**config.mk**
```make
export PLATFORM = sky130hd
export DESIGN_NAME = entropy_health_test_core
export DESIGN_NICKNAME = d
export VERILOG_FILES = /design/src/hdl/eht_pkg.sv /design/src/hdl/eht_ram.sv /design/src/hdl/entropy_health_test_core.sv
export SDC_FILE = /design/constraint.sdc
export NUM_CORES = 2
export LEC_CHECK = 0
export BUFFER_PORTS_ARGS = -buffer_cell sky130_fd_sc_hd__buf_2
export CORE_UTILIZATION = 45
export DETAILED_ROUTE_END_ITERATION = 16
export PLACE_DENSITY = 0.58
export SETUP_SLACK_MARGIN = 0.02
export SLEW_MARGIN = 10
export SYNTH_ARGS = -nofsm -noshare
export SYNTH_HDL_FRONTEND = slang
export SYNTH_SLANG_ARGS = --single-unit
```
**constraint.sdc**
```tcl
create_clock -name i_clk -period 20 [get_ports i_clk]
set_input_delay 1 -clock i_clk [delete_from_list [all_inputs] [get_ports i_clk]]
set_output_delay 1 -clock i_clk [all_outputs]
set_load 0.02 [all_outputs]
```
**src/hdl/eht_pkg.sv**
```systemverilog
package eht_pkg;

    localparam int SampleW = 8;
    localparam int CountW  = 13;
    localparam int RunW    = 8;
    localparam int PosW    = 13;
    localparam int CfgW    = 13;
    localparam int CfgIdxW = 2;
    localparam int NumVals = 1 << SampleW;

    localparam logic [RunW-1:0]   RunMax   = {RunW{1'b1}};
    localparam logic [CountW-1:0] CountMax = {CountW{1'b1}};

    localparam logic [RunW-1:0] RunCutoffRst  = RunW'(16);
    localparam logic [PosW-1:0] WindowLenRst  = PosW'(512);
    localparam logic [CfgW-1:0] PropCutoffRst = CfgW'(64);

    typedef enum logic [CfgIdxW-1:0] {
        CFG_RUN_CUTOFF  = 2'd0,
        CFG_WINDOW_LEN  = 2'd1,
        CFG_PROP_CUTOFF = 2'd2
    } t_cfg_index;

endpackage

```
**src/hdl/eht_ram.sv**
```systemverilog
module eht_ram #(
    parameter int WIDTH = 13,
    parameter int DEPTH = 256
) (
    input  logic                     i_clk,
    input  logic                     i_wr_en,
    input  logic [$clog2(DEPTH)-1:0] i_wr_addr,
    input  logic [WIDTH-1:0]         i_wr_data,
    input  logic                     i_rd_en,
    input  logic [$clog2(DEPTH)-1:0] i_rd_addr,
    output logic [WIDTH-1:0]         o_rd_data
);

    logic [WIDTH-1:0] r_mem [DEPTH];
    logic [WIDTH-1:0] r_rd_data;

    always_ff @(posedge i_clk) begin
        if (i_wr_en) begin
            r_mem[i_wr_addr] <= i_wr_data;
        end
        if (i_rd_en) begin
            r_rd_data <= r_mem[i_rd_addr];
        end
    end

    assign o_rd_data = r_rd_data;

endmodule

```
**src/hdl/entropy_health_test_core.sv**
```systemverilog
// Repetition count and adaptive proportion health checks on raw entropy bytes.
// One word (sample, last) is taken every cycle unless o_in_stall is high; its
// value count is read-modified-written through a 256 x 13 RAM, and a buffer's
// verdict is registered into the output register as its last word leaves the
// input register. Input stall rises only when a last word finds the previous
// verdict not yet taken. Counts are cleared at each window and buffer start by
// a bank of 256 per-value valid flops, so no clearing pass is needed after
// reset. Configuration must be written while the block is idle (unchecked).
module entropy_health_test_core
    import eht_pkg::*;
#(
    parameter int MAX_WINDOW = 4096
) (
    input  logic               i_clk,
    input  logic               i_rst_n,
    input  logic               i_cfg_wr_en,
    input  logic [CfgIdxW-1:0] i_cfg_index,
    input  logic [CfgW-1:0]    i_cfg_data,
    input  logic               i_in_valid,
    output logic               o_in_stall,
    input  logic [SampleW-1:0] i_sample,
    input  logic               i_last,
    output logic               o_out_valid,
    input  logic               i_out_stall,
    output logic               o_failed
);

    localparam logic [16:0] MaxWin = 17'(MAX_WINDOW);

    logic [RunW-1:0]    r_run_cutoff;
    logic [PosW-1:0]    r_window_len;
    logic [CfgW-1:0]    r_prop_cutoff;

    logic               r_in_valid;
    logic [SampleW-1:0] r_in_sample;
    logic               r_in_last;
    logic               r_fwd_hit;
    logic [CountW-1:0]  r_fwd_data;

    logic [SampleW-1:0] r_prev;
    logic [RunW-1:0]    r_run;
    logic [PosW-1:0]    r_pos;
    logic [NumVals-1:0] r_cnt_vld;
    logic               r_fail;
    logic               r_buf_start;
    logic               r_out_valid;
    logic               r_out_failed;

    logic               advance;
    logic               accept;
    logic               win_start;
    logic [CountW-1:0]  ram_rd_data;
    logic [CountW-1:0]  cnt_old;
    logic [CountW-1:0]  n_count;
    logic [RunW-1:0]    n_run;
    logic [PosW-1:0]    eff_window;
    logic [PosW:0]      pos_inc;
    logic [PosW-1:0]    n_pos;
    logic [NumVals-1:0] n_cnt_vld;
    logic               n_fail;

    assign advance    = r_in_valid && !(r_in_last && r_out_valid && i_out_stall);
    assign o_in_stall = r_in_valid && !advance;
    assign accept     = i_in_valid && !o_in_stall;
    assign win_start  = r_buf_start || (r_pos == '0);

    eht_ram #(
        .WIDTH(CountW),
        .DEPTH(NumVals)
    ) u_count_ram (
        .i_clk    (i_clk),
        .i_wr_en  (advance),
        .i_wr_addr(r_in_sample),
        .i_wr_data(n_count),
        .i_rd_en  (accept),
        .i_rd_addr(i_sample),
        .o_rd_data(ram_rd_data)
    );

    always_comb begin
        // bypass the RAM when the previous word wrote this value as we read it
        if (win_start || !r_cnt_vld[r_in_sample]) begin
            cnt_old = '0;
        end else if (r_fwd_hit) begin
            cnt_old = r_fwd_data;
        end else begin
            cnt_old = ram_rd_data;
        end
        n_count = (cnt_old == CountMax) ? cnt_old : cnt_old + CountW'(1);

        if (r_buf_start || (r_in_sample != r_prev)) begin
            n_run = RunW'(1);
        end else if (r_run == RunMax) begin
            n_run = r_run;
        end else begin
            n_run = r_run + RunW'(1);
        end

        if (r_window_len == '0) begin
            eff_window = PosW'(1);
        end else if ({4'b0, r_window_len} > MaxWin) begin
            eff_window = MaxWin[PosW-1:0];
        end else begin
            eff_window = r_window_len;
        end
        pos_inc = {1'b0, win_start ? {PosW{1'b0}} : r_pos} + (PosW+1)'(1);
        n_pos   = (pos_inc >= {1'b0, eff_window}) ? '0 : pos_inc[PosW-1:0];

        n_cnt_vld = win_start ? '0 : r_cnt_vld;
        n_cnt_vld[r_in_sample] = 1'b1;

        n_fail = (r_buf_start ? 1'b0 : r_fail)
               || (n_run >= r_run_cutoff)
               || (n_count > r_prop_cutoff);
    end

    always_ff @(posedge i_clk) begin
        if (!i_rst_n) begin
            r_run_cutoff  <= RunCutoffRst;
            r_window_len  <= WindowLenRst;
            r_prop_cutoff <= PropCutoffRst;
            r_in_valid    <= 1'b0;
            r_fwd_hit     <= 1'b0;
            r_prev        <= '0;
            r_run         <= '0;
            r_pos         <= '0;
            r_cnt_vld     <= '0;
            r_fail        <= 1'b0;
            r_buf_start   <= 1'b1;
            r_out_valid   <= 1'b0;
        end else begin
            if (i_cfg_wr_en) begin
                unique case (t_cfg_index'(i_cfg_index))
                    CFG_RUN_CUTOFF:  r_run_cutoff  <= i_cfg_data[RunW-1:0];
                    CFG_WINDOW_LEN:  r_window_len  <= i_cfg_data[PosW-1:0];
                    CFG_PROP_CUTOFF: r_prop_cutoff <= i_cfg_data;
                    default: ;
                endcase
            end

            if (accept) begin
                r_in_valid <= 1'b1;
                r_fwd_hit  <= advance && (r_in_sample == i_sample);
            end else if (advance) begin
                r_in_valid <= 1'b0;
                r_fwd_hit  <= 1'b0;
            end

            if (advance) begin
                r_prev      <= r_in_sample;
                r_run       <= n_run;
                r_pos       <= n_pos;
                r_cnt_vld   <= n_cnt_vld;
                r_fail      <= n_fail;
                r_buf_start <= r_in_last;
            end

            // hold the verdict until taken
            if (advance && r_in_last) begin
                r_out_valid <= 1'b1;
            end else if (!i_out_stall) begin
                r_out_valid <= 1'b0;
            end
        end
    end

    always_ff @(posedge i_clk) begin
        if (accept) begin
            r_in_sample <= i_sample;
            r_in_last   <= i_last;
            r_fwd_data  <= n_count;
        end
        if (advance && r_in_last) begin
            r_out_failed <= n_fail;
        end
    end

    assign o_out_valid = r_out_valid;
    assign o_failed    = r_out_failed;

    a_stall_needs_word: assert property (@(posedge i_clk) disable iff (!i_rst_n)
        o_in_stall |-> (r_in_valid && r_in_last && r_out_valid))
        else $error("input stalled without a blocked last word");

    a_last_rearms: assert property (@(posedge i_clk) disable iff (!i_rst_n)
        (advance && r_in_last) |=> (r_buf_start && r_out_valid))
        else $error("last word did not rearm or post a verdict");

    a_run_nonzero: assert property (@(posedge i_clk) disable iff (!i_rst_n)
        advance |=> (r_run != '0) && r_cnt_vld[r_prev])
        else $error("run length or count valid bit lost after a word");

    a_fwd_live: assert property (@(posedge i_clk) disable iff (!i_rst_n)
        r_fwd_hit |-> r_in_valid)
        else $error("count bypass set with no word in flight");

endmodule
```
==> results by group <==
Worst setup path
  • Crit path max-delay family: simple AND/OR/NAND/NOR gates
  • Critical path buffers and inverters: 4
  • Startpoint Class: register
  • Max incr delay on CP: 0.91 ns
  • Crit. End Element: register
  • Critical Path, Cell by Cell: buf_4 -> nor2b_1 -> a221oi_1 -> o21ai_0 -> a41oi_1 -> nor2_1 -> a32oi_1 -> nand2_1 -> nor2_1 -> ha_1 -> inv_1 -> a221oi_1 -> and4_1 -> a2111o_1 -> nor2_1 -> nand2_1 -> xnor2_1 -> nor2_4 -> buf_4 -> buf_4
  • CP max-delay cell: buf_4
  • Crit Path Max Fanout: 112
  • Crit path DAT: 10.01 ns
  • CP Class: reg2reg
  • CP Data Required Time: 20.57 ns

Cells and area
  • Design Area, Final: 163,000 µm²
  • Most common cell after layout, fill and taps aside: edfxtp_1
  • Most frequent cells in the layout: 3,364 x edfxtp_1, 1,144 x mux4_2, 389 x clkbuf_16
  • Post-Layout Cell Count: 11,500
  • Final net count: 7,080
  • Share of cells above drive strength 1: 0.296
  • Area delta synth->final: 13.5%

Clocking
  • H-tree depth: 5
  • Worst skew pair latency: 0.96 ns
  • CTS root buf: clkbuf_16
  • CTS Hold Bufs: 0
  • Reg clk slew, reported paths: 0.06 ns
  • Clk buf depth: 4
  • CTS tree: built
  • Setup Buffers After CTS: 0
  • Number of clock sinks: 3,688
  • Post_cts resized: 0
  • Num CTS Buffers: 382

Global routing
  • First-pass GRT wire length: 552,000 µm
  • Vias in the first global route: 70,900
  • Total GRT Usage: 0.244
  • Met3 usage: 0.0406
  • Largest net degree at the start of global routing: 257
  • Global routing usage on met1: 0.345
  • Met2 GRT Util: 0.392
  • Antenna violations before repair: 11
  • Most Crowded Layer GR: met2
  • Grt ovf: 0

Logic synthesis
  • #FFs+latches synth: 3,688
  • Syn Std Cell Area: 143,000 µm²
  • Syn_area_per_cell: 21.5 µm²
  • Synth Flop Type: edfxtp_1
  • Yosys warning count: 0
  • Syn Inst Count: 6,674
  • Mapped Nets: 6,740
  • Asr flop ratio synth: 0
  • Sequential-to-total area share from yosys stat: 0.751
  • Post-synth EDFFs: 3,364
  • Unique masters post-synth: 57

Detailed routing
  • Antenna Nets Post-Route: 0
  • WL/cell: 34.3 µm
  • Vias: 70,600
  • Post-route DRC: 0
  • Drt initial violations: 8,520
  • Final wirelength: 394,000 µm
  • Vias per inst: 6.14
  • TritonRoute pass-1 iters: 6

STA
  • Max Fclk: 0.106 GHz
  • Min Tclk post-route: 9.43 ns
  • RSZ-0062 raised after global routing: no
  • Setup Total Neg Slack: 0 ns
  • Skew final: 0.0736 ns
  • Final period util: 0.472
  • Endpoints failing setup: 0
  • Final hold vios: 0
  • Slew @ Worst Pin: 1.46 ns
  • Max_slew headroom: 0.0252
  • Max Transition Viols Final: 0

Power and ir drop
  • Power per cell area: 98.2 nW/µm²
  • Overall Power: 16.0 mW
  • Maximum VDD drop: 67.8 µV
  • Static Leak: 55.0 nW

Place
  • Post-DP HPWL: 221,000 µm
  • IO buf count: 31
  • GP Congestion: 0.822
  • Placed insts: 10,800
  • Placed instance area: 150,000 µm²

Flow run
  • Max Cap Viol: 0

Floorplanning
  • # IOs: 32
  • Chip height: 566 µm
  • Core Area: 316,000 µm²
  • Die area: 321,000 µm²
  • Initial Util: 0.454
  • Cell Rows: 206
  • Die W: 566 µm

Outcome
  • Run status: finished clean

Hold path
  • Worst Hold Class: in2reg
[through the flow]
stage               hold slack, ns  setup WS [ns]  utilization
global placement             0.458          10.92        0.475
floorplan                    0.443           3.18            -
global route                 0.226          10.02        0.515
CTS                          0.186          10.62        0.515
detailed placement           0.464          10.64        0.475
finish                       0.260          10.57        0.515
[power by group]
group          leakage [nW]  total [mW]  switching (mW)  internal (mW)
Combinational          11.8       0.562           0.335          0.227
Clock                  6.07        7.07            3.01           4.06
Sequential             37.1        8.33         0.00842           8.32
Total                  55.0        16.0            3.35           12.6
[final cells by class]
type	instances	area (µm²)
inverters	31	124
flip-flops and latches	3688	108000
multi-input cells	2562	34500
fillers	24600	153000
diodes	11	27.5
well taps	4160	5200
repair buffers	349	2750
clock buffers	489	10300
clock inverters	211	2160
[sequential cells by signal (all words and copies together) (netlist names), 13 cells and up]
signal                 flops
r_fwd_data                13
r_window_len              13
r_prop_cutoff             13
u_count_ram.o_rd_data     13
r_pos                     13
u_count_ram.r_mem       3328
r_cnt_vld                256
[kinds of logic after synthesis]
group,count (synthesis),share of synthesized area
compound gates,422,0.0180
mux,1220,0.185
xor+xnor,38,0.00232
flops,3688,0.751
simple gates,845,0.0285
fa+ha+maj,37,0.00323
buf+inv,424,0.0121
[Yosys cell counts, types with 6 or more instances]
library cell	instances	area share
buf_1	42	0.0011
a21oi_1	246	0.0086
xor2_1	26	0.0016
and2_1	35	0.0015
ha_1	37	0.0032
edfxtp_1	3364	0.71
a221oi_1	10	0.00061
buf_2	75	0.0026
mux2i_1	72	0.0050
a31oi_1	9	0.00039
a21boi_0	41	0.0021
a22o_1	14	0.00086
dfxtp_1	324	0.045
nor2_1	310	0.0081
nand2_1	156	0.0041
xnor2_1	12	0.00073
nand3_1	35	0.0012
nand4_1	9	0.00039
a22oi_1	12	0.00063
inv_1	31	0.00081
and3_1	10	0.00044
nor3_1	12	0.00042
o21ai_0	10	0.00035
clkbuf_1	267	0.0070
a21o_1	12	0.00063
mux4_2	1144	0.18
buf_4	6	0.00031
nor2b_1	250	0.011
o21a_1	38	0.0020
nor4_1	8	0.00035
nand2b_1	6	0.00026
[per-layer routing]
| metal | vias up | share of wire |
|---|---|---|
| met2 | 2984 | 0.48 |
| met4 | 2 | 0.032 |
| li1 | 28400 | - |
| met3 | 582 | 0.077 |
| met1 | 38600 | 0.41 |
| met5 | - | 0.000033 |
[worst register-to-register path: cells and delay by family, from the launching register on]
| kind | cells | cell delay, ns |
|---|---|---|
| adder cells (fa/ha/maj) | 1 | 0.20 |
| XOR/XNOR | 1 | 0.09 |
| AND/OR/NAND/NOR | 8 | 3.17 |
| buffers and inverters | 4 | 2.67 |
| AO/OA/AOI/OAI | 6 | 2.42 |
| flip-flops | 1 | 0.34 |
[final timing paths]
kind                                 startpoint                    endpoint  slack [ns]  depth (start not counted)
worst max-delay path             r_in_sample[3]  u_count_ram.r_mem[215][11]       10.57                         20
worst min register to register  r_window_len[0]             r_window_len[0]        0.47                          2
worst min-delay path                     i_last                   r_in_last        0.26                          1
worst max register to register   r_in_sample[3]  u_count_ram.r_mem[215][11]       10.57                         20
Note: power is estimated with default switching activity, not from simulation.
